`config.mk`:
```
export PLATFORM = sky130hd
export DESIGN_NAME = fixed_priority_task_placer_top
export DESIGN_NICKNAME = d
export VERILOG_FILES = /design/src/rtl/fpp_pkg.sv /design/src/rtl/fpp_front.sv /design/src/rtl/fpp_queue.sv /design/src/rtl/fpp_back.sv /design/src/rtl/fixed_priority_task_placer_top.sv
export SDC_FILE = /design/constraint.sdc
export NUM_CORES = 1
export LEC_CHECK = 0
export CAP_MARGIN = 10
export CORE_ASPECT_RATIO = 1.25
export CORE_MARGIN = 8
export CORE_UTILIZATION = 66
export DETAILED_ROUTE_END_ITERATION = 6
export DONT_BUFFER_PORTS = 1
export HOLD_SLACK_MARGIN = 0.1
export PLACE_DENSITY_LB_ADDON = 0.2
export SLEW_MARGIN = 20
export SYNTH_ARGS = -nofsm -noshare
export SYNTH_HDL_FRONTEND = slang
export SYNTH_SLANG_ARGS = --single-unit
```
`constraint.sdc`:
```
create_clock -name clk -period 7.4 [get_ports clk]
set_input_delay 1.48 -clock clk [delete_from_list [all_inputs] [get_ports clk]]
set_output_delay 1.48 -clock clk [all_outputs]
set_load 0.02 [all_outputs]
```
`src/rtl/fpp_pkg.sv`:
```
package fpp_pkg;

    localparam int NUM_CPUS = 8;
    localparam int CPU_W    = $clog2(NUM_CPUS);
    localparam int CNT_W    = 16;
    localparam int PRIO_W   = 7;
    localparam int PRI_W    = 8;

    localparam logic [CNT_W-1:0]  COUNT_MAX   = '1;
    localparam logic [PRIO_W-1:0] PRIO_HI     = 7'd99;
    localparam logic [PRIO_W-1:0] PRIO_LO     = 7'd1;

    // window*(p-1) stays below 25000, so floor(x/98) == (x*21400) >> 21
    localparam int PROD_W  = PRI_W + PRIO_W;
    localparam int SCALE_W = 2 * PROD_W;
    localparam int RECIP_SHIFT = 21;
    localparam logic [PROD_W-1:0] RECIP = 15'd21400;

    typedef enum logic [1:0] {
        CMD_ADMIT   = 2'd0,
        CMD_PLACE   = 2'd1,
        CMD_RELEASE = 2'd2,
        CMD_NOP     = 2'd3
    } cmd_t;

    typedef enum logic [1:0] {
        ST_OK        = 2'd0,
        ST_PARTIAL   = 2'd1,
        ST_NOCPU     = 2'd2,
        ST_UNDERFLOW = 2'd3
    } status_t;

    typedef enum logic [1:0] {
        CFG_PRIO_TOP  = 2'd0,
        CFG_PRIO_BASE = 2'd1,
        CFG_CPU_MASK  = 2'd2,
        CFG_SPARE     = 2'd3
    } cfg_idx_t;

    // work the back end has to do for one word
    typedef enum logic [1:0] {
        OP_REPORT  = 2'd0,
        OP_PLACE   = 2'd1,
        OP_RELEASE = 2'd2
    } op_t;

    typedef struct packed {
        op_t               op;
        status_t           status;
        logic [PRIO_W-1:0] pm1;
        logic [CPU_W-1:0]  tcpu;
    } item_t;

    typedef struct packed {
        logic [PRI_W-1:0] prio_top;
        logic [PRI_W-1:0] prio_base;
        logic [7:0]       cpu_mask;
    } cfg_t;

endpackage

```
`src/rtl/fpp_front.sv`:
```
module fpp_front (
    input  logic                         in_valid,
    output logic                         in_ready,
    input  logic [1:0]                   cmd,
    input  logic [fpp_pkg::PRIO_W-1:0]   priority_req,
    input  logic                         skip_admission,
    input  logic                         prefers_other,
    input  logic [fpp_pkg::CPU_W-1:0]    task_cpu,
    input  logic                         q_full,
    output logic                         push,
    output fpp_pkg::item_t               item
);
    import fpp_pkg::*;

    logic [PRIO_W-1:0] prio_clamped;

    assign in_ready = !q_full;
    assign push     = in_valid && !q_full;

    assign prio_clamped = (priority_req > PRIO_HI) ? PRIO_HI : priority_req;

    always_comb
    begin
        item.op     = OP_REPORT;
        item.status = ST_OK;
        item.tcpu   = task_cpu;
        // priority 0 maps to the window's lower end, same as p-1 == 0
        item.pm1    = (prio_clamped == '0) ? '0 : prio_clamped - PRIO_LO;
        unique case (cmd_t'(cmd))
            CMD_ADMIT:
            begin
                if ((!skip_admission && priority_req == '0) || prefers_other)
                    item.status = ST_PARTIAL;
            end
            CMD_PLACE:
                item.op = OP_PLACE;
            CMD_RELEASE:
            begin
                if (int'(task_cpu) < NUM_CPUS)
                    item.op = OP_RELEASE;
            end
            CMD_NOP:
                item.op = OP_REPORT;
            default:
                item.op = OP_REPORT;
        endcase
    end

endmodule

```
`src/rtl/fpp_queue.sv`:
```
module fpp_queue (
    input  logic           clk,
    input  logic           rst_n,
    input  logic           push,
    input  fpp_pkg::item_t push_item,
    output logic           full,
    input  logic           pop,
    output fpp_pkg::item_t pop_item,
    output logic           empty
);
    import fpp_pkg::*;

    localparam int DEPTH = 2;

    item_t       mem_reg [DEPTH];
    logic        wr_ptr_reg;
    logic        rd_ptr_reg;
    logic [1:0]  count_reg;
    logic [1:0]  count_next;

    assign full     = (count_reg == 2'(DEPTH));
    assign empty    = (count_reg == '0);
    assign pop_item = mem_reg[rd_ptr_reg];

    always_comb
    begin
        count_next = count_reg;
        if (push && !(pop && !empty))
            count_next = count_reg + 2'd1;
        else if (!push && pop && !empty)
            count_next = count_reg - 2'd1;
    end

    always_ff @(posedge clk)
    begin
        if (push)
            mem_reg[wr_ptr_reg] <= push_item;
    end

    always_ff @(posedge clk or negedge rst_n)
    begin
        if (!rst_n)
        begin
            wr_ptr_reg <= 1'b0;
            rd_ptr_reg <= 1'b0;
            count_reg  <= '0;
        end
        else
        begin
            if (push)
                wr_ptr_reg <= !wr_ptr_reg;
            if (pop && !empty)
                rd_ptr_reg <= !rd_ptr_reg;
            count_reg <= count_next;
        end
    end

endmodule

```
`src/rtl/fpp_back.sv`:
```
module fpp_back (
    input  logic                        clk,
    input  logic                        rst_n,
    input  fpp_pkg::cfg_t               cfg,
    input  logic                        q_empty,
    input  fpp_pkg::item_t              q_item,
    output logic                        pop,
    output logic                        out_valid,
    input  logic                        out_ready,
    output logic [1:0]                  status,
    output logic [fpp_pkg::CPU_W-1:0]   chosen_cpu,
    output logic [fpp_pkg::PRI_W-1:0]   real_priority
);
    import fpp_pkg::*;

    typedef enum logic [5:0] {
        S_IDLE = 6'b000001,
        S_SCAN = 6'b000010,
        S_MUL  = 6'b000100,
        S_DIV  = 6'b001000,
        S_REL  = 6'b010000,
        S_FIN  = 6'b100000
    } state_t;

    localparam logic [CPU_W-1:0] LAST_CPU = CPU_W'(NUM_CPUS - 1);

    state_t             state_reg, state_next;
    item_t              item_reg;
    logic [CNT_W-1:0]   cnt_reg [NUM_CPUS];
    logic [CPU_W-1:0]   scan_idx_reg;
    logic               found_reg;
    logic [CPU_W-1:0]   best_reg;
    logic [CNT_W-1:0]   best_cnt_reg;
    logic [PROD_W-1:0]  prod_reg;
    logic [SCALE_W-1:0] scaled_reg;
    status_t            pend_status_reg;
    logic [CPU_W-1:0]   pend_cpu_reg;
    logic               pend_place_reg;
    logic               out_valid_reg;
    status_t            status_reg;
    logic [CPU_W-1:0]   chosen_reg;
    logic [PRI_W-1:0]   real_reg;

    logic [CPU_W-1:0]   rd_idx;
    logic [CNT_W-1:0]   rd_cnt;
    logic [PRI_W-1:0]   window;
    logic               take;
    logic               out_load;

    assign out_valid     = out_valid_reg;
    assign status        = status_reg;
    assign chosen_cpu    = chosen_reg;
    assign real_priority = real_reg;

    assign pop      = (state_reg == S_IDLE) && !q_empty;
    assign out_load = (state_reg == S_FIN) && (!out_valid_reg || out_ready);

    // one read port onto the counters, steered by the state
    always_comb
    begin
        unique case (state_reg)
            S_REL:   rd_idx = item_reg.tcpu;
            S_MUL:   rd_idx = best_reg;
            default: rd_idx = scan_idx_reg;
        endcase
    end
    assign rd_cnt = cnt_reg[rd_idx];

    assign window = (cfg.prio_top >= cfg.prio_base) ? cfg.prio_top - cfg.prio_base : '0;
    assign take   = cfg.cpu_mask[scan_idx_reg] && (!found_reg || rd_cnt < best_cnt_reg);

    always_comb
    begin
        state_next = state_reg;
        unique case (state_reg)
            S_IDLE:
            begin
                if (!q_empty)
                begin
                    unique case (q_item.op)
                        OP_PLACE:   state_next = S_SCAN;
                        OP_RELEASE: state_next = S_REL;
                        default:    state_next = S_FIN;
                    endcase
                end
            end
            S_SCAN:
            begin
                if (scan_idx_reg == LAST_CPU)
                    state_next = (found_reg || take) ? S_MUL : S_FIN;
            end
            S_MUL:   state_next = S_DIV;
            S_DIV:   state_next = S_FIN;
            S_REL:   state_next = S_FIN;
            S_FIN:
            begin
                if (out_load)
                    state_next = S_IDLE;
            end
            default: state_next = S_IDLE;
        endcase
    end

    always_ff @(posedge clk or negedge rst_n)
    begin
        if (!rst_n)
        begin
            state_reg     <= S_IDLE;
            out_valid_reg <= 1'b0;
            for (int i = 0; i < NUM_CPUS; i++)
                cnt_reg[i] <= '0;
        end
        else
        begin
            state_reg <= state_next;
            if (out_load)
                out_valid_reg <= 1'b1;
            else if (out_ready)
                out_valid_reg <= 1'b0;
            if (state_reg == S_MUL && rd_cnt != COUNT_MAX)
                cnt_reg[best_reg] <= rd_cnt + 1'b1;
            if (state_reg == S_REL && rd_cnt != '0)
                cnt_reg[item_reg.tcpu] <= rd_cnt - 1'b1;
        end
    end

    always_ff @(posedge clk)
    begin
        unique case (state_reg)
            S_IDLE:
            begin
                item_reg        <= q_item;
                scan_idx_reg    <= '0;
                found_reg       <= 1'b0;
                best_reg        <= '0;
                best_cnt_reg    <= '0;
                pend_status_reg <= q_item.status;
                pend_cpu_reg    <= '0;
                pend_place_reg  <= 1'b0;
            end
            S_SCAN:
            begin
                if (take)
                begin
                    found_reg    <= 1'b1;
                    best_reg     <= scan_idx_reg;
                    best_cnt_reg <= rd_cnt;
                end
                scan_idx_reg <= scan_idx_reg + 1'b1;
                if (scan_idx_reg == LAST_CPU && !(found_reg || take))
                    pend_status_reg <= ST_NOCPU;
            end
            S_MUL:
            begin
                prod_reg        <= PROD_W'(window) * PROD_W'(item_reg.pm1);
                pend_status_reg <= ST_OK;
                pend_cpu_reg    <= best_reg;
                pend_place_reg  <= 1'b1;
            end
            S_DIV:
                scaled_reg <= SCALE_W'(prod_reg) * SCALE_W'(RECIP);
            S_REL:
                pend_status_reg <= (rd_cnt == '0) ? ST_UNDERFLOW : ST_OK;
            S_FIN:
            begin
                if (out_load)
                begin
                    status_reg <= pend_status_reg;
                    chosen_reg <= pend_cpu_reg;
                    real_reg   <= pend_place_reg
                                ? cfg.prio_base + scaled_reg[RECIP_SHIFT +: PRI_W] : '0;
                end
            end
            default:
                scan_idx_reg <= '0;
        endcase
    end

endmodule

```
`src/rtl/fixed_priority_task_placer_top.sv`:
```
// Least-loaded task placer for eight CPUs. Each word on the input side is an
// admit, place, release or unused command and gives exactly one result word.
// Words queue in a two-deep buffer and are carried out one at a time: a place
// scans the per-CPU task counters through a single comparator, one CPU a
// cycle, then does the count update with the window multiply, then the
// reciprocal multiply that divides by 98, then the result load (straight to
// the load when no CPU is enabled); a release decrements the task's counter
// before the result load, and admit and the unused command go straight to
// it. The configuration port is always ready and is to be written only while
// no word is in flight. Counters reset to zero and saturate at 0xFFFF.
module fixed_priority_task_placer_top (
    input  logic                         clk,
    input  logic                         rst_n,
    input  logic                         in_valid,
    output logic                         in_ready,
    input  logic [1:0]                   cmd,
    input  logic [fpp_pkg::PRIO_W-1:0]   priority_req,
    input  logic                         skip_admission,
    input  logic                         prefers_other,
    input  logic [fpp_pkg::CPU_W-1:0]    task_cpu,
    input  logic                         cfg_valid,
    output logic                         cfg_ready,
    input  logic [1:0]                   cfg_index,
    input  logic [7:0]                   cfg_data,
    output logic                         out_valid,
    input  logic                         out_ready,
    output logic [1:0]                   status,
    output logic [fpp_pkg::CPU_W-1:0]    chosen_cpu,
    output logic [fpp_pkg::PRI_W-1:0]    real_priority
);
    import fpp_pkg::*;

    cfg_t  cfg_reg;
    item_t push_item;
    item_t pop_item;
    logic  push;
    logic  pop;
    logic  q_full;
    logic  q_empty;

    assign cfg_ready = 1'b1;

    always_ff @(posedge clk or negedge rst_n)
    begin
        if (!rst_n)
        begin
            cfg_reg.prio_top  <= 8'd99;
            cfg_reg.prio_base <= 8'd1;
            cfg_reg.cpu_mask  <= 8'hFF;
        end
        else if (cfg_valid)
        begin
            unique case (cfg_idx_t'(cfg_index))
                CFG_PRIO_TOP:  cfg_reg.prio_top  <= cfg_data;
                CFG_PRIO_BASE: cfg_reg.prio_base <= cfg_data;
                CFG_CPU_MASK:  cfg_reg.cpu_mask  <= cfg_data;
                default:       cfg_reg <= cfg_reg;
            endcase
        end
    end

    fpp_front u_front (
        .in_valid       (in_valid),
        .in_ready       (in_ready),
        .cmd            (cmd),
        .priority_req   (priority_req),
        .skip_admission (skip_admission),
        .prefers_other  (prefers_other),
        .task_cpu       (task_cpu),
        .q_full         (q_full),
        .push           (push),
        .item           (push_item)
    );

    fpp_queue u_queue (
        .clk       (clk),
        .rst_n     (rst_n),
        .push      (push),
        .push_item (push_item),
        .full      (q_full),
        .pop       (pop),
        .pop_item  (pop_item),
        .empty     (q_empty)
    );

    fpp_back u_back (
        .clk           (clk),
        .rst_n         (rst_n),
        .cfg           (cfg_reg),
        .q_empty       (q_empty),
        .q_item        (pop_item),
        .pop           (pop),
        .out_valid     (out_valid),
        .out_ready     (out_ready),
        .status        (status),
        .chosen_cpu    (chosen_cpu),
        .real_priority (real_priority)
    );

endmodule
```
* Yosys cells after proc, flatten, opt, wreduce, memory -nomap -nowiden
Memories as Yosys holds them, arrays and structs flattened.
Index checks and enable logic that the tools add are counted.
** Word-level totals
- Register bits after elaboration :: 256
- RAM bits :: 26
- Input bits :: 29
- Output and inout bits :: 16
- Logic and storage cells :: 166
- Memories :: 1
** Operators by class
- Add/subtract/negate cells :: 8
- Multiply operators :: 2
- Magnitude comparators :: 9
- Equal/unequal tests :: 20
- Muxes and demuxes :: 44
- Bitwise gates (word level) :: 3
- Reduce and logical (&&, ||, !) cells :: 49
** Memory list
- u_queue.mem_reg :: depth 2, bits a word 13, rd ports 1, clocked after Yosys merged registers in 0, wr ports 1, RTL line fpp_queue.sv:15 : item_t mem_reg [DEPTH];
** Operators by type and width (number)
- bitwise mux 128 bit :: 2
- two-way mux 128 bit :: 2
- demux 16 bit (select 3 bit) :: 2
- two-way mux 16 bit :: 5
- binary-select mux 16 bit (select 3 bit) :: 1
- one-hot mux 16 bit (2 select lines) :: 1
- one-hot mux 6 bit (5 select lines) :: 1
- multiplier 15 x 12 -> 26 bit (second input constant) :: 1
- two-way mux 6 bit :: 4
- one-hot mux 3 bit (2 select lines) :: 4
- adder 16 x 1 -> 16 bit (second input constant) :: 1
- zero test 16 bit :: 1
- < comparator 16 bit :: 1
- inequality test 16 bit (second input constant) :: 1
- nonzero test 16 bit :: 1
- subtractor 16 x 1 -> 16 bit (second input constant) :: 1
- multiplier 8 x 7 -> 15 bit :: 1
- logical AND 1 bit :: 14
- zero test 7 bit :: 2
- two-way mux 7 bit :: 2
- >= comparator 4 bit (second input constant) :: 3
- inverter 3 -> 4 bit :: 3
- one-hot mux 6 bit (2 select lines) :: 1
- AND reduction 2 bit :: 6
- other kinds (37) :: 74

* Longest topological paths before layout
Gate-level depths: netlist of the first run.
- Word-level depth :: 14
- Mapped depth :: 31
- Gate-level depth less buffers :: 31

* Hierarchy
From an unflattened synthesis of the first run, not the netlist that was laid out.
** Unflattened totals
- Cells, all modules :: 1828
- Area, all modules :: 19743.9 um^2
** Modules (own cells, without submodules)
- fpp_back :: instances 1, cells an instance 1669, area each 17266.6 um^2, seq. area each 5631.7 um^2
- fpp_queue :: instances 1, cells an instance 64, area each 1270.0 um^2, seq. area each 940.9 um^2
- fixed_priority_task_placer_top :: instances 1, cells an instance 53, area each 939.7 um^2, seq. area each 616.8 um^2
- fpp_front :: instances 1, cells an instance 42, area each 267.8 um^2, seq. area each 0.0 um^2

* Worst setup path before layout of the first run
No wires, ideal clock.
- Path kind :: reg2reg
- From :: register cfg_reg[8] in the netlist's numbering
- To :: register u_back.prod_reg[12], data pin
- Setup time :: 0.258 ns
- Data arrival time :: 6.399 ns
- Setup slack :: 0.744 ns
- Cell stages (with the launch flop) :: 31
- Buffers on the path :: 0
- Period minus slack after synthesis :: 6.656 ns
- Cells stage by stage :: dfstp_2 ha_1 inv_1 fa_1 a21o_1 a21o_1 a21o_1 a21oi_1 o21ai_0 a21o_1 a21oi_1 nor2_1 and2_1 fa_1 inv_1 fa_1 inv_1 fa_1 inv_1 fa_1 inv_1 ha_1 inv_1 o21bai_1 a21oi_1 o21bai_1 a21oi_1 nor2b_1 o21ai_0 nor2b_1 xnor2_1
** On the way
- Cells in the longest elaborated chain, start to end :: 3
** RTL lines
- start, declared :: RTL line fixed_priority_task_placer_top.sv:33 : cfg_t cfg_reg;
- start signal, assigned :: RTL line fixed_priority_task_placer_top.sv:57 : default: cfg_reg <= cfg_reg;
- subtractor 8 bit or >= comparator 8 bit (tied branches) :: RTL line fpp_back.sv:69 : assign window = (cfg.prio_top >= cfg.prio_base) ? cfg.prio_top - cfg.prio_base : '0;
- two-way mux 8 bit * :: RTL line fpp_back.sv:69
- multiplier 8 x 7 -> 15 bit * :: RTL line fpp_back.sv:155 : prod_reg <= PROD_W'(window) * PROD_W'(item_reg.pm1);
- end signal, assigned :: RTL line fpp_back.sv:155
- end, declared :: RTL line fpp_back.sv:34 : logic [PROD_W-1:0] prod_reg;
Mark *: on every way between the ends. The rest lies on a longest branch, timed or not.
A chain may end at the register's enable or synchronous reset.

* Worst setup path after layout of the first run
Ends and elaborated chain as after synthesis.

==> results of run 1 <==
-- placed cells by master, fill, tap and decap left out, types with 18 or more instances in the layout --
cell,netlist,layout
inv_1,202,202
ha_1,162,162
dfrtp_1,149,149
mux2i_1,137,137
edfxtp_1,101,101
nand2_1,100,100
a21oi_1,94,91
fa_1,85,85
nor2_1,81,80
and2_1,50,50
a22oi_1,50,50
nand3_1,50,50
xnor2_1,47,47
buf_4,7,47
mux2_2,41,41
clkbuf_16,0,30
a21o_1,29,29
nor3_1,26,26
o21ai_0,24,23
o211ai_1,18,18
-- per-stage QoR --
stage	worst slack, ns	cell area (um^2)	instances
global route	0.0551	21100	2221
finish	0.487	21100	2221
floorplan	0.744	19600	1798
CTS	0.462	21100	2220
detailed placement	0.540	20200	2168
global placement	0.655	20200	2168
-- worst paths after layout --
kind | from | end | slack, ns | cells after the start
worst min register to register | u_back.pend_status_reg[1] | u_back.status[1] | 0.42 | 0
worst max-delay path | cfg_reg[8] | u_back.prod_reg[12] | 0.49 | 31
max in group asynchronous | rst_n | cfg_reg[4] | 6.44 | 0
worst max register to register | cfg_reg[8] | u_back.prod_reg[12] | 0.49 | 31
min in group asynchronous | rst_n | u_back.cnt_reg[26] | 0.62 | 0
worst min-delay path | u_back.pend_status_reg[1] | u_back.status[1] | 0.42 | 0
-- cell usage after synthesis, drive strengths merged, types with 6 or more instances --
| library cell | n |
|---|---|
| dfstp | 14 |
| mux2i | 139 |
| or2 | 7 |
| clkbuf | 26 |
| edfxtp | 101 |
| xor2 | 12 |
| nor2b | 16 |
| ha | 162 |
| a22oi | 50 |
| nand4 | 10 |
| inv | 206 |
| fa | 85 |
| a211oi | 16 |
| nor3 | 27 |
| o211ai | 24 |
| a21boi | 6 |
| nand2b | 7 |
| nand2 | 101 |
| and3 | 8 |
| buf | 47 |
| nor2 | 82 |
| o21bai | 8 |
| dfrtp | 149 |
| nand3 | 50 |
| or3 | 10 |
| a2111oi | 17 |
| mux2 | 41 |
| a21o | 30 |
| and2 | 50 |
| nor3b | 9 |
| xnor2 | 48 |
| o21ai | 27 |
| o211a | 11 |
| a21oi | 97 |
| mux4 | 23 |
| nor4 | 10 |
| o31ai | 6 |
-- critical path, delay by kind of cell, from the launching register on --
family	cells	cell delay, ns
adder cells (fa/ha/maj)	7	2.96
AND/OR/NAND/NOR	4	0.59
flip-flops	1	0.55
XOR/XNOR	1	0.08
AO/OA/AOI/OAI	12	1.97
buffers and inverters	7	0.50
-- layout make-up --
cell class                 count  area [um^2]
clock buffer                  43          850
clock inverter                 9         71.3
fill                        2130         8130
inverter                     208          786
multi-input combinational   1253        11400
sequential                   264         7130
tap                          396          495
timing repair buffer          48          364
-- power groups by stage --
stage	combinational, mW	clock (mW)	sequential, mW
after CTS	4.59	1.43	2.40
after global placement	4.45	0	2.40
after floorplan	3.31	0	2.25
final	4.65	1.42	2.41
after global routing	5.08	1.48	2.45
after detailed placement	4.54	0	2.42
-- cell families after synthesis --
kind of cell / count (synthesis) / share of synthesized area, %
AO/OA/AOI/OAI: 336 / 13.2
other: 1 / 0.0191
AND/OR/NAND/NOR: 406 / 10.7
flip-flops: 264 / 36.3
XOR/XNOR: 60 / 2.71
multiplexers: 203 / 12.2
adder cells (fa/ha/maj): 247 / 19.0
buffers and inverters: 281 / 5.97
-- routing by layer --
layer,GRT usage (%),part of all wire (%)
met3,5.02,6.6
met1,34.0,36
met2,52.3,51
met4,16.5,6.1
met5,0,0
==> impl_metrics.toml, run 1 <==
[run_status]
outcome = "completed"

[global_routing]
grt_first_pass_wirelength_mm = 83.6
grt-ovfl-total = 0
grt_antenna_before_repair = 0
grt_usage_pct = 29.8
grt_pass1_vias = 15400
grt_start_max_net_pins = 164

[worst_setup_path]
timing.critical_path.mode_cell = "inv_1"
criticalPathCategory = "reg2reg"
end_kind = "flip-flop"
startpoint_type = "flip-flop"
required_ns = 7.70
critPathSlowestCell = "dfstp_2"
cp_slowest_stage_delay_ns = 0.55
cp.arrival_ns = 7.21
crit_fanout = 8

[detailed_routing]
drc = 0
final_antenna_net_count = 0
routedWlPerCell_um = 23.5
drt_wl_total_mm = 52.3
routed-via-count = 14400
first_pass_iters = 6
routed_via_density = 6.47
drt_iter0_markers = 1242

[cells_and_area]
synthToLayoutAreaGrowth_pct = 7.50
largest_register_ffs = 128
fin_nets = 2079
fin_util_pct = 72.2
diodes = 0
layout-drive-gt1-share_pct = 12.3

[synth]
synth_area_leaders = "dfrtp_1 19%, edfxtp_1 15%, ha_1 10%"
syn-cell-area_um2 = 19600
ys_seq_elements = 264
ys_seq_area_share_pct = 36.3
synth_nets = 2074
synth.avg_cell_area_um2 = 10.9
synth_area_leader_cell = "dfrtp_1"
synth_top_area_share_pct = 19.0
ys.flop_type = "dfrtp_1"
synth-edff-count = 101
async_flop_share_pct = 61.7
synth.distinct_cells = 96
netlist_instances = 1798
yosysWarnings = 0

[timing]
rsz0062_at_grt = "false"
hold_slack_ns = 0.423
finalCriticalPeriod_ns = 6.91
max_slew.worst_pin.slew_ns = 1.17
tns_ns = 0
slew_headroom_pct = 21.9
fin_crit_sh_pct = 93.4
fin_worst_skew_ns = 0.0179
timing.fmax_mhz = 145
hold_viol_final = 0
setup_violations = 0
maxSlewViolCount = 0

[pwr]
intPower_mw = 4.55
power_frac_clock_pct = 16.7
switching_power_mw = 3.93
leakagePower_nw = 9.85
power_mw = 8.48
power_density_nw_per_um2 = 401
switching_share_pct = 46.4
p_comb_share_pct = 54.8
peakVddDrop_mv = 0.379
seqPwrFrac_pct = 28.4

[floorplan]
ioPinCount = 45
die_area_um2 = 35600
die_y_um = 209
start_util_pct = 67.2
row_count = 70
coreArea_um2 = 29300
dieWidth_um = 170

[hold_path]
hp-class = "reg2reg"

[clocking]
clock-root-buffer = "clkbuf_16"
clk_pin_slew_ns = 0.06
cts.sinks = 264
post_cts_buffers = 0
cts_hold_buf = 0
cts_tree = "yes"
clk_latency_ns = 0.56
htreeDepth = 1
cts_buffers = 28
cts_resized = 0
cts_buffer_depth = 3

[place]
hpwl_mm = 38.3
io_buffers = 0
gp_congestion = 0.986

[run]
max_cap_viol_count = 0
Note: power is estimated with default switching activity, not from simulation.
==> run 2: changes to the inputs <==
ABC_AREA = 1   (was not set)
==> run 2 against run 1 <==
  * Fmax grew 1.7%
  * Global-route usage up 0.98 points
  * Register-to-register slack gained 0.11 ns
  * Final cell count grew 38%
  * Combinational power increased by 29%
  * Critical endpoint is now u_back.prod_reg[14]
  * Critical path depth is the same
  * Largest cell class unchanged
==> impl_metrics.toml, run 2 <==
[clocking]
post_cts_buffers = 0
cts.sinks = 264
cts_resized = 0
htreeDepth = 1
cts_buffer_depth = 3
cts_tree = "yes"
cts_buffers = 27
clk_pin_slew_ns = 0.06
clock-root-buffer = "clkbuf_16"
cts_hold_buf = 0
clk_latency_ns = 0.56

[worst_setup_path]
required_ns = 7.70
end_kind = "flip-flop"
criticalPathCategory = "reg2reg"
crit_fanout = 9
reg2regPathDepth = 31
cp_slowest_stage_delay_ns = 0.55
startpoint = "cfg_reg[16]"
startpoint_type = "flip-flop"
regToRegEndpoint = "u_back.prod_reg[14]"
worstReg2RegStart = "cfg_reg[16]"
reg2reg_slack_ns = 0.60
cp.arrival_ns = 7.10
critPathSlowestCell = "fa_1"

[timing]
finalCriticalPeriod_ns = 6.80
setup_violations = 0
slew_headroom_pct = 29.8
hold_viol_final = 0
fin_crit_sh_pct = 91.9
fin_worst_skew_ns = 0.0119
rsz0062_at_grt = "false"
max_slew.worst_pin.slew_ns = 1.05
timing.fmax_mhz = 147
maxSlewViolCount = 0
tns_ns = 0

[hold_path]
whs_endpoint = "u_back.chosen_cpu[2]"
min_from = "u_back.pend_cpu_reg[2]"
min_path_cells = 0
hp-class = "reg2reg"

[synth]
netlist_instances = 2674
synth_top_family_by_area = "simple AND/OR/NAND/NOR gates"
synth.avg_cell_area_um2 = 7.78
synth.most_common_cell = "nand2_1"
synthXorXnorAreaFrac_pct = 1.88
synth_common_cells = "715 x nand2_1, 445 x inv_1, 259 x nor2_1"
async_flop_share_pct = 61.7
synth_mux_area_share_pct = 0
yosys.area_share.simple_pct = 28.7
synth_top_area_share_pct = 17.9
ys_seq_elements = 264
syn-cell-area_um2 = 20800
synth-compound-area-share_pct = 6.04
synth.distinct_cells = 53
synth_area_leader_cell = "dfrtp_1"
synth-edff-count = 101
synth_area_leaders = "dfrtp_1 18%, edfxtp_1 15%, nand2_1 13%"
yosysWarnings = 0
synth_nets = 2950
synthAdderAreaFrac_pct = 17.9
ys_seq_area_share_pct = 34.3
ys.flop_type = "dfrtp_1"

[floorplan]
start_util_pct = 67.1
dieWidth_um = 175
row_count = 72
die_y_um = 214
die_area_um2 = 37500
ioPinCount = 45
coreArea_um2 = 31000

[global_routing]
grt_first_pass_wirelength_mm = 92.7
grt_antenna_before_repair = 0
grt_start_max_net_pins = 164
grt-ovfl-total = 0
grt_pass1_vias = 17800
grt_usage_pct = 30.8

[run_status]
outcome = "completed"

[place]
hpwl_mm = 41.1
gp_congestion = 1.02
io_buffers = 0

[detailed_routing]
routed-via-count = 17900
drt_wl_total_mm = 57.8
final_antenna_net_count = 0
drt_iter0_markers = 1577
first_pass_iters = 7
drc = 0
routedWlPerCell_um = 18.9
routed_via_density = 5.83

[cells_and_area]
fin_nets = 2910
largest_register_ffs = 128
final_common_cell = "nand2_1"
final_cell_mix = "715 x nand2_1, 444 x inv_1, 256 x nor2_1"
layout-drive-gt1-share_pct = 6.40
fillers = 2588
synthToLayoutAreaGrowth_pct = 4.31
fin_util_pct = 70.0
diodes = 0

[pwr]
leakagePower_nw = 11.4
power_density_nw_per_um2 = 454
peakVddDrop_mv = 0.295

[run]
max_cap_viol_count = 0
-- run 2: cell types whose count changed after synthesis, sizes merged, moves of 30 or more --
cell / delta
a22oi: -50
a21o: -30
inv: +259
mux2i: -139
o21ai: +117
and2: -48
nor2: +199
xnor2: -39
a21oi: -37
nand3: +158
nand4: +75
nand2: +642
mux2: -41
-- run 2: critical path, delay by kind of cell, from the launching register on --
family,cells,cell delay (ns)
xor+xnor,1,0.08
simple gates,8,1.08
fa+ha+maj,7,2.79
buf+inv,6,0.35
compound gates,9,1.72
flops,1,0.54
-- run 2: layer usage --
| metal | global-route usage, % | routed length (um) | share of wire, % |
|---|---|---|---|
| met1 | 35.4 | 21300 | 37 |
| met2 | 54.4 | 28800 | 50 |
| met3 | 3.79 | 4240 | 7.3 |
| met4 | 17.8 | 3500 | 6.0 |
| met5 | 0 | 0 | 0 |
-- run 2: area by class of cell --
type,count,area (um^2),share of cell area (%)
Clock buffer,32,694,3.20
Clock inverter,18,169,0.778
Inverter,466,1750,8.06
Multi-Input combinational cell,1863,11400,52.3
Sequential cell,264,7130,32.9
Tap cell,407,509,2.35
Timing Repair Buffer,12,90.1,0.415
-- run 2: report_power, final --
group          switching (mW)  internal, mW
clock network           0.611         0.776
logic                    4.28          1.73
registers               0.318          2.14
-- run 2: cells by family (layout without fill, tap and decap cells) --
group / after synthesis / in the layout
adders and majority gates: 247 / 247
other: 1 / 1
xor gates and xnor gates: 43 / 43
buffers and inverters: 547 / 528
and+or+nand+nor: 1341 / 1341
AOI/OAI and AO/OA: 231 / 231
DFF: 264 / 264
-- run 2: how the worst max path moves through the flow --
stage | to | slack, ns
finish | u_back.prod_reg[14] | 0.60
global placement | u_back.prod_reg[14] | 0.82
detailed placement | u_back.prod_reg[14] | 0.75
CTS | u_back.prod_reg[14] | 0.69
global route | u_back.prod_reg[14] | 0.01
floorplan | u_back.prod_reg[13] | 1.38
-- run 2: through the flow --
stage	instances	worst slack [ns]	instance area, um^2	power, mW	hold slack, ns
5_1_grt	3062	0.0129	21700	10.6	0.457
3_5_place_dp	3012	0.748	20800	8.36	0.441
2_1_floorplan	2674	1.38	20800	6.75	0.400
6_report	3062	0.600	21700	9.85	0.465
4_1_cts	3062	0.686	21700	9.79	0.456
3_3_place_gp	3012	0.816	20800	8.22	0.440
